--- src/design/vcpa_pkg.sv ---
// Shared types and constants for the voice channel pool allocator.
package vcpa_pkg;

  // Pool size and source key size
  localparam int CHANNELS       = 24;
  localparam int SOURCE_ID_BITS = 16;

  // Fixed field widths of the request and result items
  localparam int OP_W     = 2;
  localparam int SRC_W    = 16;
  localparam int CH_W     = 5;
  localparam int ACTIVE_W = 5;

  // Derived widths
  localparam int KEY_W   = (SOURCE_ID_BITS < SRC_W) ? SOURCE_ID_BITS : SRC_W;
  localparam int PTR_W   = (CHANNELS > 1) ? $clog2(CHANNELS) : 1;
  localparam int CNT_W   = $clog2(CHANNELS + 1);
  localparam int SUM_W   = CNT_W + 1;
  localparam int IN_W    = 24;
  localparam int OUT_W   = 16;

  // Operation codes
  typedef enum logic [OP_W-1:0] {
    OP_ASSIGN  = 2'd0,
    OP_ADD     = 2'd1,
    OP_FIND    = 2'd2,
    OP_RELEASE = 2'd3
  } vcpa_op_e;

  // Request payload, lowest field last in the packed list
  typedef struct packed {
    logic [IN_W-SRC_W-CH_W-2:0] pad;
    logic                       stop_on_release;
    logic [CH_W-1:0]            channel;
    logic [SRC_W-1:0]           source_id;
  } vcpa_in_t;

  // Result payload, lowest field last in the packed list
  typedef struct packed {
    logic [OUT_W-ACTIVE_W-CH_W-4:0] pad;
    logic [ACTIVE_W-1:0]            active_count;
    logic                           stop_source;
    logic                           was_playing;
    logic [CH_W-1:0]                channel_out;
    logic                           ok;
  } vcpa_out_t;

  // Table update command
  typedef struct packed {
    logic add;
    logic clear;
  } vcpa_tbl_cmd_t;

  // Table lookup status
  typedef struct packed {
    logic            hit;
    logic [CH_W-1:0] channel;
    logic            full;
  } vcpa_lookup_t;

endpackage

--- src/design/vcpa_table.sv ---
// Associative table of playing sources: parallel key compare and slot update.
module vcpa_table (
  input  logic                        clk_i,
  input  logic                        rst_ni,
  input  logic [vcpa_pkg::KEY_W-1:0]  key_i,
  input  logic [vcpa_pkg::CH_W-1:0]   channel_i,
  input  vcpa_pkg::vcpa_tbl_cmd_t     cmd_i,
  output vcpa_pkg::vcpa_lookup_t      lookup_o
);

  logic [vcpa_pkg::CHANNELS-1:0] valid_q;
  logic [vcpa_pkg::KEY_W-1:0]    src_q  [vcpa_pkg::CHANNELS];
  logic [vcpa_pkg::CH_W-1:0]     chan_q [vcpa_pkg::CHANNELS];

  logic                          hit;
  logic [vcpa_pkg::PTR_W-1:0]    hit_idx;
  logic [vcpa_pkg::CH_W-1:0]     hit_chan;
  logic                          free_found;
  logic [vcpa_pkg::PTR_W-1:0]    free_idx;

  // Compare every valid entry and pick the lowest match and the lowest free slot
  always_comb begin
    hit        = 1'b0;
    hit_idx    = '0;
    hit_chan   = '0;
    free_found = 1'b0;
    free_idx   = '0;
    for (int i = 0; i < vcpa_pkg::CHANNELS; i++) begin
      if (!hit && valid_q[i] && (src_q[i] == key_i)) begin
        hit      = 1'b1;
        hit_idx  = vcpa_pkg::PTR_W'(i);
        hit_chan = chan_q[i];
      end
      if (!free_found && !valid_q[i]) begin
        free_found = 1'b1;
        free_idx   = vcpa_pkg::PTR_W'(i);
      end
    end
  end

  assign lookup_o.hit     = hit;
  assign lookup_o.channel = hit_chan;
  assign lookup_o.full    = !free_found;

  // Set a slot on add, drop it on release
  always_ff @(posedge clk_i or negedge rst_ni) begin
    if (!rst_ni) begin
      valid_q <= '0;
    end else begin
      if (cmd_i.add && !hit && free_found) begin
        valid_q[free_idx] <= 1'b1;
      end else if (cmd_i.clear && hit) begin
        valid_q[hit_idx] <= 1'b0;
      end
    end
  end

  // Write key and channel into the new slot
  always_ff @(posedge clk_i) begin
    if (cmd_i.add && !hit && free_found) begin
      src_q[free_idx]  <= key_i;
      chan_q[free_idx] <= channel_i;
    end
  end

endmodule

--- src/design/voice_channel_pool_allocator_core.sv ---
// Top level: request register, free channel list, table control and result register.
// Flow: a request is accepted into the input register, resolved from there, and its result is
// registered into the result register once that register is empty or being taken by the sink.
// Throughput: one request per cycle while the sink holds m_axis_tready; the table compare and the
// free list pointer update are both resolved combinationally between the input and result registers.
// Reset: free list holds every channel in ascending order, table empty, count zero.
module voice_channel_pool_allocator_core (
  input  logic                        clk_i,
  input  logic                        rst_ni,
  input  logic                        s_axis_tvalid,
  output logic                        s_axis_tready,
  // tdata: source_id[15:0], channel[20:16], stop_on_release[21], zero pad [23:22]
  input  logic [vcpa_pkg::IN_W-1:0]   s_axis_tdata,
  // tuser: operation[1:0]
  input  logic [vcpa_pkg::OP_W-1:0]   s_axis_tuser,
  output logic                        m_axis_tvalid,
  input  logic                        m_axis_tready,
  // tdata: ok[0], channel_out[5:1], was_playing[6], stop_source[7],
  //        active_count[12:8], zero pad [15:13]
  output logic [vcpa_pkg::OUT_W-1:0]  m_axis_tdata
);

  // Input register
  logic                        in_vld_q;
  vcpa_pkg::vcpa_op_e          op_q;
  logic [vcpa_pkg::KEY_W-1:0]  key_q;
  logic [vcpa_pkg::CH_W-1:0]   chan_q;
  logic                        stop_q;

  // Free list and counters
  logic [vcpa_pkg::CH_W-1:0]   fifo_q [vcpa_pkg::CHANNELS];
  logic [vcpa_pkg::PTR_W-1:0]  head_q, head_d;
  logic [vcpa_pkg::CNT_W-1:0]  free_cnt_q, free_cnt_d;
  logic [vcpa_pkg::CNT_W-1:0]  active_q, active_d;
  logic [vcpa_pkg::SUM_W-1:0]  tail_sum;
  logic [vcpa_pkg::SUM_W-1:0]  tail_wrap;
  logic                        push;
  logic                        pop;

  // Result register
  logic                        out_vld_q;
  vcpa_pkg::vcpa_out_t         res_q, res_d;

  logic                        advance;
  vcpa_pkg::vcpa_in_t          in_pl;
  vcpa_pkg::vcpa_tbl_cmd_t     tbl_cmd;
  vcpa_pkg::vcpa_lookup_t      lookup;

  assign in_pl         = vcpa_pkg::vcpa_in_t'(s_axis_tdata);
  assign advance       = in_vld_q && (!out_vld_q || m_axis_tready);
  assign s_axis_tready = !in_vld_q || advance;
  assign m_axis_tvalid = out_vld_q;
  assign m_axis_tdata  = vcpa_pkg::OUT_W'(res_q);

  // Hold the request until the result stage can take it
  always_ff @(posedge clk_i or negedge rst_ni) begin
    if (!rst_ni) begin
      in_vld_q <= 1'b0;
    end else if (s_axis_tready) begin
      in_vld_q <= s_axis_tvalid;
    end
  end

  always_ff @(posedge clk_i) begin
    if (s_axis_tvalid && s_axis_tready) begin
      op_q   <= vcpa_pkg::vcpa_op_e'(s_axis_tuser);
      key_q  <= in_pl.source_id[vcpa_pkg::KEY_W-1:0];
      chan_q <= in_pl.channel;
      stop_q <= in_pl.stop_on_release;
    end
  end

  // Table of playing sources
  assign tbl_cmd.add   = advance && (op_q == vcpa_pkg::OP_ADD);
  assign tbl_cmd.clear = advance && (op_q == vcpa_pkg::OP_RELEASE);

  vcpa_table u_table (
    .clk_i     (clk_i),
    .rst_ni    (rst_ni),
    .key_i     (key_q),
    .channel_i (chan_q),
    .cmd_i     (tbl_cmd),
    .lookup_o  (lookup)
  );

  // Tail slot of the free list, wrapped once
  assign tail_sum  = vcpa_pkg::SUM_W'(head_q) + vcpa_pkg::SUM_W'(free_cnt_q);
  assign tail_wrap = (tail_sum >= vcpa_pkg::SUM_W'(vcpa_pkg::CHANNELS))
                     ? (tail_sum - vcpa_pkg::SUM_W'(vcpa_pkg::CHANNELS)) : tail_sum;

  // Resolve the operation
  always_comb begin
    res_d      = '0;
    pop        = 1'b0;
    push       = 1'b0;
    head_d     = head_q;
    free_cnt_d = free_cnt_q;
    active_d   = active_q;
    unique case (op_q)
      vcpa_pkg::OP_ASSIGN: begin
        if (lookup.hit) begin
          res_d.ok          = 1'b1;
          res_d.was_playing = 1'b1;
          res_d.channel_out = lookup.channel;
        end else if (free_cnt_q != '0) begin
          res_d.ok          = 1'b1;
          res_d.channel_out = fifo_q[head_q];
          pop               = advance;
        end
      end
      vcpa_pkg::OP_ADD: begin
        if (!lookup.hit && !lookup.full) begin
          res_d.ok = 1'b1;
          active_d = active_q + vcpa_pkg::CNT_W'(1);
        end
      end
      vcpa_pkg::OP_FIND: begin
        if (lookup.hit) begin
          res_d.ok          = 1'b1;
          res_d.channel_out = lookup.channel;
        end
      end
      vcpa_pkg::OP_RELEASE: begin
        if (lookup.hit) begin
          res_d.ok          = 1'b1;
          res_d.channel_out = lookup.channel;
          res_d.stop_source = stop_q;
          active_d          = active_q - vcpa_pkg::CNT_W'(1);
          push              = advance &&
                              (free_cnt_q != vcpa_pkg::CNT_W'(vcpa_pkg::CHANNELS));
        end
      end
      default: ;
    endcase
    if (pop) begin
      head_d     = (head_q == vcpa_pkg::PTR_W'(vcpa_pkg::CHANNELS - 1))
                   ? '0 : head_q + vcpa_pkg::PTR_W'(1);
      free_cnt_d = free_cnt_q - vcpa_pkg::CNT_W'(1);
    end
    if (push) begin
      free_cnt_d = free_cnt_q + vcpa_pkg::CNT_W'(1);
    end
    res_d.active_count = vcpa_pkg::ACTIVE_W'(active_d);
  end

  // Advance free list pointers and the active count
  always_ff @(posedge clk_i or negedge rst_ni) begin
    if (!rst_ni) begin
      head_q     <= '0;
      free_cnt_q <= vcpa_pkg::CNT_W'(vcpa_pkg::CHANNELS);
      active_q   <= '0;
    end else if (advance) begin
      head_q     <= head_d;
      free_cnt_q <= free_cnt_d;
      active_q   <= active_d;
    end
  end

  // Free list storage: ascending channels after reset, push at the tail
  always_ff @(posedge clk_i or negedge rst_ni) begin
    if (!rst_ni) begin
      for (int i = 0; i < vcpa_pkg::CHANNELS; i++) begin
        fifo_q[i] <= vcpa_pkg::CH_W'(i);
      end
    end else if (push) begin
      fifo_q[tail_wrap[vcpa_pkg::PTR_W-1:0]] <= lookup.channel;
    end
  end

  // Hold the result until the sink takes it
  always_ff @(posedge clk_i or negedge rst_ni) begin
    if (!rst_ni) begin
      out_vld_q <= 1'b0;
    end else if (!out_vld_q || m_axis_tready) begin
      out_vld_q <= in_vld_q;
    end
  end

  always_ff @(posedge clk_i) begin
    if (advance) begin
      res_q <= res_d;
    end
  end

endmodule
--- config.mk ---
export PLATFORM = sky130hd
export DESIGN_NAME = voice_channel_pool_allocator_core
export DESIGN_NICKNAME = d
export VERILOG_FILES = /design/src/design/vcpa_pkg.sv /design/src/design/vcpa_table.sv /design/src/design/voice_channel_pool_allocator_core.sv
export SDC_FILE = /design/constraint.sdc
export NUM_CORES = 1
export LEC_CHECK = 0
export ABC_CLOCK_PERIOD_IN_PS = 5300
export CORE_MARGIN = 8
export CORE_UTILIZATION = 41
export DETAILED_ROUTE_END_ITERATION = 7
export DONT_BUFFER_PORTS = 1
export GPL_ROUTABILITY_DRIVEN = 0
export PLACE_DENSITY = 0.52
export REMOVE_ABC_BUFFERS = 1
export SYNTH_ARGS = -nofsm -noshare
export SYNTH_HDL_FRONTEND = slang
export SYNTH_SLANG_ARGS = --single-unit
--- constraint.sdc ---
create_clock -name clk_i -period 5.3 [get_ports clk_i]
set_input_delay 0 -clock clk_i [delete_from_list [all_inputs] [get_ports clk_i]]
set_output_delay 0 -clock clk_i [all_outputs]
set_load 0.05 [all_outputs]
Yosys cells after proc, flatten, opt, wreduce, memory -nomap -nowiden
Memory sizes are Yosys's and may differ from the RTL's.
Index checks and enable logic that the tools add are counted.
{"block": "op_classes", "add_sub_neg": 7, "n_bitwise": 5, "n_lt_le_gt_ge": 8, "mux": 151, "reduce_logical": 163, "eq_ne": 29}
{"operator": "$eq A16 B16 Y1", "n": 24}
{"operator": "$mux W5", "n": 49}
{"operator": "$bwmux W120", "n": 1}
{"operator": "$logic_and A1 B1 Y1", "n": 82}
{"operator": "$logic_not A1 Y1", "n": 71}
{"operator": "$mux W4", "n": 16}
{"operator": "$mux W1", "n": 61}
{"operator": "$mux W24", "n": 2}
{"operator": "$bmux W5 S5", "n": 1}
{"operator": "$demux W5 S5", "n": 1}
{"operator": "$and A24 B24 Y24", "n": 1}
{"operator": "$mux W3", "n": 8}
{"operator": "$not A24 Y24", "n": 1}
{"operator": "$or A24 B24 Y24", "n": 1}
{"operator": "$pmux W5 S2", "n": 2}
{"operator": "$mux W6", "n": 3}
{"operator": "$add A5 B1 Y5 const B", "n": 3}
{"operator": "$ge A6 B6 Y1 const B", "n": 2}
{"operator": "$lt A5 B6 Y1 const B", "n": 2}
{"operator": "$not A5 Y6", "n": 2}
{"operator": "$demux W1 S5", "n": 2}
{"operator": "$ge A5 B1 Y1 const B", "n": 2}
{"operator": "$sub A5 B1 Y5 const B", "n": 2}
{"operator": "$mux W2", "n": 4}
{"operator": "15 further kinds", "n": 20}
{"block": "word_totals", "wordCells": 404, "inputBits": 30, "mem_bits_rw": 504, "regBits": 198, "mem_count": 2, "out_inout_bits": 18}
{"name": "u_table.src_q", "depth": 24, "word_bits": 16, "rd": 24, "rd_clocked_by_memory_dff": 0, "write_ports": 1, "line": "vcpa_table.sv:12", "rtl": "logic [vcpa_pkg::KEY_W-1:0] src_q [vcpa_pkg::CHANNELS];"}
{"name": "u_table.chan_q", "depth": 24, "word_bits": 5, "rd": 24, "rd_clocked_by_memory_dff": 0, "write_ports": 1, "line": "vcpa_table.sv:13", "rtl": "logic [vcpa_pkg::CH_W-1:0] chan_q [vcpa_pkg::CHANNELS];"}

Longest topological paths before layout
An unclocked memory read counts as a cell.
{"block": "logic_depth", "ltp_word": 104, "depth_mapped": 19, "depth_no_buf": 16}

Modules after synthesis
Synthesis repeated with hierarchy kept, for this count alone.
{"block": "hier_totals", "hier_cells": 2141, "hier_area_um2": 31619.1}
{"mod": "vcpa_table", "instances": 1, "area_per_inst_um2": 23172.2, "cells_each": 1547, "seq_area_each_um2": 15735.1}
{"mod": "voice_channel_pool_allocator_core", "instances": 1, "area_per_inst_um2": 8446.9, "cells_each": 594, "seq_area_each_um2": 4606.9}

Worst setup path before layout
OpenSTA, ideal clock, no wires.
{"block": "synth_path", "kind": "register to register", "startpoint": "register key_q[15] (netlist bit)", "endpoint": "memory u_table.chan_q[23][0] (netlist bit), enable pin", "setup_time_ps": 400, "arrival_ps": 4134, "path_stages_with_launch": 13, "period_less_slack_ps": 4535, "n_path_buf": 3, "slack_ps": 765, "required_ps": 4900, "cell_sequence": "edfxtp_1 -> buf_2 -> buf_2 -> xor2_1 -> nor4_1 -> and3_1 -> a22oi_1 -> nand2_1 -> nor4_1 -> and4_1 -> buf_2 -> nand3b_1 -> nor2_1"}
{"block": "synth_via", "elab_chain_cells": 100, "word_cells_on_any_way": 123, "cone_classes": "24 x eq/ne; 26 x mux; 73 x reduce/logical"}
{"item": "start, declared", "line": "voice_channel_pool_allocator_core.sv:26", "rtl": "logic [vcpa_pkg::KEY_W-1:0] key_q;"}
{"item": "start signal, assigned", "line": "voice_channel_pool_allocator_core.sv:67", "rtl": "key_q <= in_pl.source_id[vcpa_pkg::KEY_W-1:0];"}
{"item": "$eq A16 B16 Y1", "line": "vcpa_table.sv:29", "rtl": "if (!hit && valid_q[i] && (src_q[i] == key_i)) begin"}
{"item": "$logic_and A1 B1 Y1", "line": "vcpa_table.sv:29"}
{"item": "$mux W1", "line": "vcpa_table.sv:29"}
{"item": "$logic_not A1 Y1", "line": "vcpa_table.sv:29"}
{"item": "$logic_and A1 B1 Y1 (2 in a row)", "line": "vcpa_table.sv:29"}
{"item": "$mux W1", "line": "vcpa_table.sv:29"}
{"item": "$logic_not A1 Y1", "line": "vcpa_table.sv:29"}
{"item": "$logic_and A1 B1 Y1 (2 in a row)", "line": "vcpa_table.sv:29"}
{"item": "(+80 left out)"}
{"item": "$mux W1", "line": "vcpa_table.sv:29"}
{"item": "$logic_not A1 Y1", "line": "vcpa_table.sv:29"}
{"item": "$logic_and A1 B1 Y1 (2 in a row)", "line": "vcpa_table.sv:29"}
{"item": "$mux W1 *", "line": "vcpa_table.sv:29"}
{"item": "$logic_not A1 Y1 *", "line": "vcpa_table.sv:60", "rtl": "if (cmd_i.add && !hit && free_found) begin"}
{"item": "$logic_and A1 B1 Y1 * (2 in a row)", "line": "vcpa_table.sv:60"}
{"item": "$mux W1 *", "line": "vcpa_table.sv:60"}
{"item": "$mux W1 (implied by the code) *", "line": "vcpa_table.sv:62", "rtl": "chan_q[free_idx] <= channel_i;"}
{"item": "end, declared", "line": "vcpa_table.sv:13"}
Mark *: on every way between the ends. The rest lies on a longest branch, timed or not.

Final worst setup path
{"block": "layout_path", "startpoint": "register key_q[10] (netlist bit)", "endpoint": "register fifo_q[109] (netlist bit)"}
{"block": "layout_via", "elab_chain_cells": 97, "word_cells_on_any_way": 145, "cone_classes": "24 x eq/ne; 51 x mux; 70 x reduce/logical"}
{"item": "$eq A16 B16 Y1", "line": "vcpa_table.sv:29"}
{"item": "$logic_and A1 B1 Y1", "line": "vcpa_table.sv:29"}
{"item": "$mux W1", "line": "vcpa_table.sv:29"}
{"item": "$logic_not A1 Y1", "line": "vcpa_table.sv:29"}
{"item": "$logic_and A1 B1 Y1 (2 in a row)", "line": "vcpa_table.sv:29"}
{"item": "$mux W1", "line": "vcpa_table.sv:29"}
{"item": "$logic_not A1 Y1", "line": "vcpa_table.sv:29"}
{"item": "$logic_and A1 B1 Y1 (2 in a row)", "line": "vcpa_table.sv:29"}
{"item": "(+77 left out)"}
{"item": "$logic_not A1 Y1", "line": "vcpa_table.sv:29"}
{"item": "$logic_and A1 B1 Y1 (2 in a row)", "line": "vcpa_table.sv:29"}
{"item": "$mux W1", "line": "vcpa_table.sv:29"}
{"item": "$logic_not A1 Y1", "line": "vcpa_table.sv:29"}
{"item": "$logic_and A1 B1 Y1 (2 in a row)", "line": "vcpa_table.sv:29"}
{"item": "$mux W1", "line": "vcpa_table.sv:29"}
{"item": "$mux W1", "line": "voice_channel_pool_allocator_core.sv:124", "rtl": "if (lookup.hit) begin"}
{"item": "$mux W1", "line": "voice_channel_pool_allocator_core.sv:99", "rtl": "unique case (op_q)"}
{"item": "end signal, assigned by index", "line": "voice_channel_pool_allocator_core.sv:163", "rtl": "fifo_q[i] <= vcpa_pkg::CH_W'(i);"}
{"item": "end signal, assigned by index", "line": "voice_channel_pool_allocator_core.sv:166", "rtl": "fifo_q[tail_wrap[vcpa_pkg::PTR_W-1:0]] <= lookup.channel;"}
{"item": "end, declared", "line": "voice_channel_pool_allocator_core.sv:31", "rtl": "logic [vcpa_pkg::CH_W-1:0] fifo_q [vcpa_pkg::CHANNELS];"}
Several ways; a longest one is shown, not always the timed one.
A chain may end at the register's enable or synchronous reset.

==> impl_metrics.tcl <==
set metrics [dict create \
    status "complete, no violations" \
    cap_viol_max_count 0 \
    core_region_area_mm2 0.0838 \
    syn2layout_area_growth_pct 14.3 \
    synth_top_cell_by_area "edfxtp_1" \
    start_util 0.414 \
    crit_type "reg2reg" \
    post_cts_buffers 0 \
    critical-path-max-stage-delay_ns 0.86 \
    internal-power_mw 9.85 \
    synth_cell_types 115 \
    postCtsHoldBufs 53 \
    layout-drive-gt1-share 0.196 \
    dieArea_mm2 0.0942 \
    crit_top_cell "buf_4" \
    max_freq_mhz 207 \
    syn_area_per_cell_um2 13.0 \
    synth-seq-area-share 0.586 \
    synth_flop_cell "edfxtp_1" \
    drt_iter0_markers 1884 \
    vias_per_cell 5.69 \
    overflow 0 \
    grt_max_degree 162 \
    clkLatencyLatePin_ns 0.65 \
    h-tree-depth 3 \
    fin_setup_tns_ns 0 \
    fin_nets 2871 \
    post_cts_resized 0 \
    p_sw_mw 4.18 \
    crit_slowest_cell "edfxtp_1" \
    synth_area_leaders "edfxtp_1 (47%), dfrtp_1 (7.7%), xnor2_1 (6.9%)" \
    async_flop_share 0.229 \
    worstMarginPinSlew_ns 1.31 \
    via_count 22900 \
    synth_edf_count 541 \
    io_pins 48 \
    period_share 0.910 \
    cts_buffers 80 \
    skew_ns 0.0484 \
    dr.pass1.iters 5 \
    ir_worst_vdd_mv 0.338 \
    worst_setup_path_end_kind "flop" \
    cts_root_buf "clkbuf_16" \
    power_density_mw_per_mm2 353 \
    route.detailed.drc 0 \
    drv_slew 0 \
    rsz0062_at_grt "false" \
    grtUsageTotal 0.206 \
    final_cell_count_no_fill 4027 \
    required_ns 5.79 \
    cts.clk_slew.worst_paths_ns 0.06 \
    worstPathArrival_ns 5.31 \
    num_rows 106 \
    wire_per_inst_um 24.4 \
    synth-seq-cells 702 \
    swShare 0.298 \
    clockBufferDepth 3 \
    combPwrFrac 0.173 \
    clock_sinks 702 \
    die_y_um 307 \
    min_path_type "in2async" \
    syn_area_mm2 0.0347 \
    diodes 0 \
    holdWs_ns 0.000262 \
    yosys_warnings 0 \
    die_w_um 307 \
    final-setup-viol-count 0 \
    final_cell_mix "edfxtp_1 (541), xnor2_1 (273), nand2_1 (169), nor2_1 (151), xor2_1 (126)" \
    hpwlAfterDp_um 67900 \
    antenna_found_initial 0 \
    grt_pass1_wl_um 148000 \
    dp.cells 3826 \
    synthCells 2669 \
    grt_pass1_vias 22800 \
    min_period_ns 4.82 \
    clock_power_share 0.373 \
    worstPathCellList "buf_4, xnor2_1, nand4_1, nor4_1, buf_4, a311oi_1, o2111a_1, o311ai_1, a311oi_2, o21ba_4, mux2_4" \
    drtAntennaViolNets 0 \
    max-slew-margin-rel 0.126 \
    path_max_fanout 24 \
    cts_tree "yes" \
    layout_commonest_cell "edfxtp_1" \
    hold_viol 0 \
    cp-start-kind "flop" \
    seqPwrFrac 0.455 \
    port_buffers 0 \
    routed_wl_um 98300 \
    yosys.area.top_type_share 0.468 \
    leakage_nw 13.8 \
]
-- synth_stat cells (8+ instances only) --
cell type	instances
inv_1	42
mux2_2	99
o221ai_1	9
buf_4	16
ha_1	12
xnor2_1	273
o21ai_0	43
and2_1	22
a311oi_1	9
a21oi_1	87
nor3_1	53
a31oi_1	14
nand2b_1	15
nor4_1	48
buf_2	17
nand2_1	169
a21o_1	8
o211ai_1	11
edfxtp_1	541
mux2i_1	27
nand3b_1	13
o21ai_2	17
dfrtp_1	107
nand4b_1	18
nand4_1	99
or4_1	41
or3_1	22
clkbuf_1	41
mux4_2	35
nor4_2	10
nand3_1	93
dfstp_2	54
xor2_1	126
buf_6	38
nor3b_1	10
nor2_1	172
or2_2	21
o22ai_1	8
and3_1	33
-- through the flow --
step | utilization | area (um2) | worst slack [ns] | power (mW)
floorplan | - | 33800 | 0.508 | 7.97
global placement | 0.438 | 36700 | 0.580 | 8.77
detailed placement | 0.438 | 36700 | 0.593 | 8.82
CTS | 0.474 | 39700 | 0.568 | 14.1
global route | 0.474 | 39700 | 0.336 | 14.6
finish | 0.474 | 39700 | 0.478 | 14.0
-- final timing paths --
path / startpoint / slack, ns / depth (start not counted) / end
hold / removal: rst_ni / 0.0003 / 2 / fifo_q[56]$_DFFE_PN0P_
max in group asynchronous: rst_ni / 4.55 / 2 / head_q[0]$_DFFE_PN0P_
hold reg to reg: fifo_q[80]$_DFFE_PN1P_ / 0.47 / 2 / fifo_q[80]$_DFFE_PN1P_
setup / recovery: key_q[10]$_DFFE_PP_ / 0.48 / 11 / fifo_q[109]$_DFFE_PN0P_
setup reg to reg: key_q[10]$_DFFE_PP_ / 0.48 / 11 / fifo_q[109]$_DFFE_PN0P_
min in group clk_i: m_axis_tready / 0.12 / 3 / m_axis_tvalid$_DFFE_PN0P_
-- flip-flops by register name, summed over array words and instances (netlist names) --
signal and count:
op_q 2, head_q 5, active_q 5, m_axis_tdata 13, m_axis_tvalid 1, key_q 16
in_vld_q 1, u_table.src_q 384, chan_q 5, u_table.chan_q 120, fifo_q 120, u_table.valid_q 24
free_cnt_q 5, stop_q 1
-- critical path, delay by kind of cell (launching register included) --
family | cells | cell delay [ns]
xor+xnor | 1 | 0.16
compound gates | 5 | 1.80
buf+inv | 2 | 0.59
flops | 1 | 0.86
mux | 1 | 0.28
simple gates | 2 | 0.94
-- power by group through the flow --
stage	registers (mW)	logic [mW]	clock network, mW
3_3_place_gp	6.48	2.29	0
2_1_floorplan	6.58	1.39	0
5_1_grt	6.39	2.62	5.56
3_5_place_dp	6.49	2.33	0
4_1_cts	6.38	2.40	5.35
6_report	6.38	2.42	5.23
-- final cells by class --
type,instances,area [um2]
fill,7466,44100
clock buffer,114,2190
inverter,42,158
clock inverter,34,273
multi-input combinational,1805,13400
sequential,702,20300
timing repair buffer,196,1910
tap,1134,1420
-- cells by family after synthesis --
| group | synth area share |
|---|---|
| adders and majority gates | 0.00548 |
| other | 0.000108 |
| muxes | 0.0668 |
| xor gates and xnor gates | 0.102 |
| and+or+nand+nor | 0.146 |
| buffers and inverters | 0.0299 |
| AOI/OAI and AO/OA | 0.0644 |
| DFF | 0.586 |
-- metal layers --
metal	GRT usage	up-vias	wire length (um)
met5	0	-	0
met2	0.334	754	46200
met3	0.0300	172	5220
met4	0.0616	0	3040
li1	-	10400	-
met1	0.285	11600	43800
Power figures use the tool's default switching activity.
